## src/sv/bms_pkg.sv

```systemverilog
package bms_pkg;

   // Source store geometry: a square array with a power-of-two row stride.
   localparam int SRC_DIM     = 64;
   localparam int SRC_BITS    = $clog2(SRC_DIM);
   localparam int STORE_DEPTH = SRC_DIM * SRC_DIM;
   localparam int STORE_ABITS = $clog2(STORE_DEPTH);

   // Field widths.
   localparam int PIX_W   = 8;
   localparam int DST_W   = 8;
   localparam int CSR_W   = 8;
   localparam int CSR_IDX_W = 2;

   // Fixed-point layout: Q.16 coordinates and weights.
   localparam int FRAC_W  = 16;
   localparam int PROD_W  = DST_W + SRC_BITS;
   localparam int NUM_W   = PROD_W + FRAC_W;
   localparam int QUO_W   = SRC_BITS + FRAC_W;
   localparam int ROW_W   = PIX_W + FRAC_W + 1;
   localparam int ACC_W   = ROW_W + FRAC_W + 1;

   // Blend threshold, 128 in Q.32.
   localparam logic signed [ACC_W-1:0] BLEND_THRESH = ACC_W'(128) << (2 * FRAC_W);

   localparam logic [PIX_W-1:0] PIX_ON  = 8'd255;
   localparam logic [PIX_W-1:0] PIX_OFF = 8'd0;

   typedef enum logic {
      OP_WRITE = 1'b0,
      OP_QUERY = 1'b1
   } op_type;

   typedef enum logic [CSR_IDX_W-1:0] {
      CSR_SRC_WIDTH  = 2'd0,
      CSR_SRC_HEIGHT = 2'd1,
      CSR_DST_WIDTH  = 2'd2,
      CSR_DST_HEIGHT = 2'd3
   } csr_index_type;

   typedef enum logic [14:0] {
      ST_CLEAR   = 15'h0001,
      ST_IDLE    = 15'h0002,
      ST_UNS_RD  = 15'h0004,
      ST_UNS_CAP = 15'h0008,
      ST_DIV_X   = 15'h0010,
      ST_DIV_Y   = 15'h0020,
      ST_RD0     = 15'h0040,
      ST_RD1     = 15'h0080,
      ST_RD2     = 15'h0100,
      ST_RD3     = 15'h0200,
      ST_ROW_T   = 15'h0400,
      ST_ROW_B   = 15'h0800,
      ST_COL     = 15'h1000,
      ST_DONE    = 15'h2000,
      ST_SPARE   = 15'h4000
   } bms_state_type;

   // Access to the source store from the sequencer.
   typedef struct packed {
      logic                we;
      logic [SRC_BITS-1:0] wx;
      logic [SRC_BITS-1:0] wy;
      logic [PIX_W-1:0]    wdata;
      logic [SRC_BITS-1:0] rx;
      logic [SRC_BITS-1:0] ry;
   } bms_store_cmd_type;

endpackage

```

## src/sv/bms_divider.sv

```systemverilog
module bms_divider import bms_pkg::*; (
   input  logic             clock,
   input  logic             reset,
   input  logic             start,
   input  logic [NUM_W-1:0] numer,
   input  logic [DST_W-1:0] denom,
   output logic             done,
   output logic [QUO_W-1:0] quot
);

   localparam int CNT_W = $clog2(NUM_W);

   logic             busy_ff, busy_in;
   logic             done_ff, done_in;
   logic [CNT_W-1:0] cnt_ff, cnt_in;
   logic [NUM_W-1:0] shreg_ff, shreg_in;
   logic [DST_W-1:0] rem_ff, rem_in;
   logic [DST_W-1:0] denom_ff, denom_in;
   logic [DST_W:0]   trial;
   logic [DST_W:0]   trial_sub;
   logic             fits;

   // One restoring step per cycle: the numerator shifts out at the top
   // while quotient bits shift in at the bottom.
   assign trial     = {rem_ff, shreg_ff[NUM_W-1]};
   assign fits      = trial >= {1'b0, denom_ff};
   assign trial_sub = trial - {1'b0, denom_ff};

   always_comb begin
      busy_in  = busy_ff;
      done_in  = 1'b0;
      cnt_in   = cnt_ff;
      shreg_in = shreg_ff;
      rem_in   = rem_ff;
      denom_in = denom_ff;
      if (start) begin
         busy_in  = 1'b1;
         cnt_in   = '0;
         shreg_in = numer;
         rem_in   = '0;
         denom_in = denom;
      end else if (busy_ff) begin
         shreg_in = {shreg_ff[NUM_W-2:0], fits};
         rem_in   = fits ? trial_sub[DST_W-1:0] : trial[DST_W-1:0];
         cnt_in   = cnt_ff + 1'b1;
         if (cnt_ff == CNT_W'(NUM_W - 1)) begin
            busy_in = 1'b0;
            done_in = 1'b1;
         end
      end
   end

   always_ff @(posedge clock) begin
      if (reset) begin
         busy_ff <= 1'b0;
         done_ff <= 1'b0;
         cnt_ff  <= '0;
      end else begin
         busy_ff <= busy_in;
         done_ff <= done_in;
         cnt_ff  <= cnt_in;
      end
   end

   always_ff @(posedge clock) begin
      shreg_ff <= shreg_in;
      rem_ff   <= rem_in;
      denom_ff <= denom_in;
   end

   assign done = done_ff;
   assign quot = shreg_ff[QUO_W-1:0];

   // A new division is only started once the previous one has finished.
   a_no_restart: assert property (@(posedge clock) disable iff (reset)
      start |-> !busy_ff)
      else $error("divider started while busy");

endmodule

```

## config.mk

```make
export PLATFORM = sky130hd
export DESIGN_NAME = bms_divider
export DESIGN_NICKNAME = d
export VERILOG_FILES = /design/src/sv/bms_pkg.sv /design/src/sv/bms_divider.sv
export SDC_FILE = /design/constraint.sdc
export NUM_CORES = 1
export LEC_CHECK = 0
export ABC_AREA = 1
export BUFFER_PORTS_ARGS = -buffer_cell sky130_fd_sc_hd__buf_2
export CAP_MARGIN = 20
export CORE_ASPECT_RATIO = 0.7
export CORE_MARGIN = 5
export CORE_UTILIZATION = 35
export CTS_CLUSTER_SIZE = 14
export DETAILED_ROUTE_END_ITERATION = 8
export MAX_ROUTING_LAYER = met4
export SLEW_MARGIN = 40
export SYNTH_ARGS = -nofsm -noshare
export SYNTH_HDL_FRONTEND = slang
export SYNTH_SLANG_ARGS = --single-unit
```

## constraint.sdc

```tcl
create_clock -name clock -period 3.79 [get_ports clock]
set_clock_uncertainty 0.2 [all_clocks]
set_input_delay 0.758 -clock clock [delete_from_list [all_inputs] [get_ports clock]]
set_output_delay 0.758 -clock clock [all_outputs]
set_load 0.005 [all_outputs]
```

==> metrics.md <==
| Metric | Value |
|---|---|
| Status | finished, final reports clean |
| Peak VDD IR | 0.177 mV |
| Die width | 117 um |
| Clock transition at the registers of the reported paths | 0.07 ns |
| Tot Pwr | 1.33 mW |
| DRC | 0 |
| Critical path endpoint category | register |
| Achievable Freq | 510 MHz |
| Largest fanout on the critical path | 30 |
| Top-area cell type share of the netlist area | 40.7% |
| Clock Path Buffers | 2 |
| Setup violations, final | 0 |
| Post-synth top area cell | edfxtp_1 |
| RSZ-0062 raised after global routing | false |
| Post-DP Area | 3060 sq um |
| Synth area leaders | edfxtp_1 41%, nand2_1 19%, dfxtp_1 11% |
| Most frequent cells in the layout | 143 x nand2_1, 63 x buf_2, 38 x edfxtp_1 |
| Initial antenna violation count | 0 |
| Fin crit share | 51.7% |
| Finished Layout Cells | 475 |
| Sink Count | 53 |
| Filler cell count | 803 |
| Nets | 425 |
| Post-CTS setup buffer count | 0 |
| Synth Flop Type | edfxtp_1 |
| Vias per cell | 4.42 |
| Synth unique cells | 27 |
| H-tree levels | 2 |
| Syn. warnings | 0 |
| Synthesized instance count | 331 |
| Design area | 3210 sq um |
| Cell Count Post-Placement | 467 |
| Worst slew margin | 62.8% |
| Crit path DAT | 1.77 ns |
| Die Ht | 84.9 um |
| Hold WC Path Type | reg2reg |
| Cts bufs inserted | 5 |
| Die area | 9930 sq um |
| Drt initial violations | 123 |
| Post_cts resized | 0 |
| Clock Tree Root | clkbuf_16 |
| Final min period | 1.96 ns |
| Synthesized area | 2800 sq um |
| Syn-to-layout area delta | 14.4% |
| Max-Cap Viols | 0 |
| Asr flop ratio synth | 0% |
| GR Util All Layers | 12.7% |
| Post-DRT Antenna Nets | 0 |
| Routed via count | 2101 |
| Power per cell area | 416 nW/um^2 |
| Global route overflow | 0 |
| Post-layout util | 40.9% |
| Layout cell share with drive strength beyond 1 | 21.7% |
| Setup_tns | 0 ns |
| Final Hold Viols | 0 |
| Largest net degree at the start of global routing | 33 |
| Required time worst endpoint | 3.60 ns |
| Syn avg cell area | 8.47 sq um |
| Worst Setup Path Type | in2reg |
| Routed wire length | 5860 um |
| Final WS setup | 1.83 ns |
| ANT cells | 0 |
| CTS tree | yes |
| Seq cells post-synth | 53 |
| Port bufs | 63 |
| Worst-margin pin slew | 0.555 ns |
| RD Place Congestion | 0.859 |
| Worst hold slack | 0.267 ns |
| CP Launch Type | input port |
| Number of global-route vias before repair | 2121 |
| First-pass GRT wire length | 9700 um |
| Hold-fix buffers at CTS | 0 |
| Worst-Skew Late Latency | 0.29 ns |
| Final Slew Violations | 0 |
| Most common cell after layout, fill and taps aside | nand2_1 |
| # rows | 27 |
| Lkg Pwr | 1.61 nW |
| Worst slack, placed | 1.52 ns |
| # IOs | 64 |
| First drt pass iteration count | 4 |
| Syn_nets | 383 |
| Post-synth EDFFs | 38 |
| Seq/Total Area, Yosys | 51.4% |
| Initial Util | 35.8% |
| Core box area | 7840 sq um |
| DP Wirelength | 4410 um |
| Routed wire length per instance | 12.3 um |
## flip-flops by register name (all words and copies together), names as in the netlist
signal,flops
rem_ff,8
denom_ff,8
cnt_ff,5
shreg_ff,30
busy_ff,1
done,1
## worst max-delay path, stage by stage
cell and delay [ns]:
buf_2 0.19, nor2_1 0.45, inv_1 0.09, buf_4 0.27
## kinds of logic after synthesis
| group | synth area share, % |
|---|---|
| and+or+nand+nor | 29.3 |
| xor gates and xnor gates | 0.938 |
| buffers and inverters | 11.1 |
| DFF | 51.4 |
| adders and majority gates | 5.18 |
| AOI/OAI and AO/OA | 2.05 |
## power by group
part	total, mW	internal (mW)	leakage (nW)	switching [mW]
clock network	0.440	0.245	0.0631	0.195
registers	0.701	0.677	0.508	0.0245
logic	0.193	0.0795	1.04	0.114
## Yosys cell counts, types with 2 or more instances
| cell | instances |
|---|---|
| edfxtp_1 | 38 |
| nand3_1 | 17 |
| dfxtp_1 | 15 |
| clkbuf_1 | 6 |
| ha_1 | 10 |
| nand2_1 | 143 |
| buf_4 | 22 |
| inv_1 | 25 |
| a21oi_1 | 6 |
| nor2_1 | 14 |
| nor3_1 | 3 |
| xor2_1 | 3 |
| inv_2 | 4 |
| nand4_1 | 3 |
| a31oi_1 | 2 |
| buf_2 | 2 |
| o21ai_0 | 3 |
| nand3b_1 | 6 |
## worst paths after layout
check / start / endpoint / slack [ns] / cells past startpoint
hold / removal: cnt_ff[4] / cnt_ff[4] / 0.27 / 1
setup / recovery: start / shreg_ff[16] / 1.83 / 4
hold reg to reg: cnt_ff[4] / cnt_ff[4] / 0.27 / 1
setup reg to reg: denom_ff[1] / rem_ff[5] / 1.85 / 10
## cell type report
| type | instances | area [sq um] | share of cell area (%) |
|---|---|---|---|
| clock buffers | 6 | 129 | 4.02 |
| flip-flops and latches | 53 | 1440 | 45.0 |
| well taps | 101 | 126 | 3.94 |
| clock inverters | 2 | 15.0 | 0.468 |
| multi-input cells | 218 | 1050 | 32.8 |
| inverters | 30 | 113 | 3.51 |
| repair buffers | 65 | 330 | 10.3 |
## routing by layer
metal,global-route usage (%),up-vias,routed length (um)
met5,-,-,0
met4,3.65,0,44
met3,3.42,5,295
met2,19.2,45,2610
met1,16.7,928,2910
li1,-,1123,-
Power figures use the tool's default switching activity.
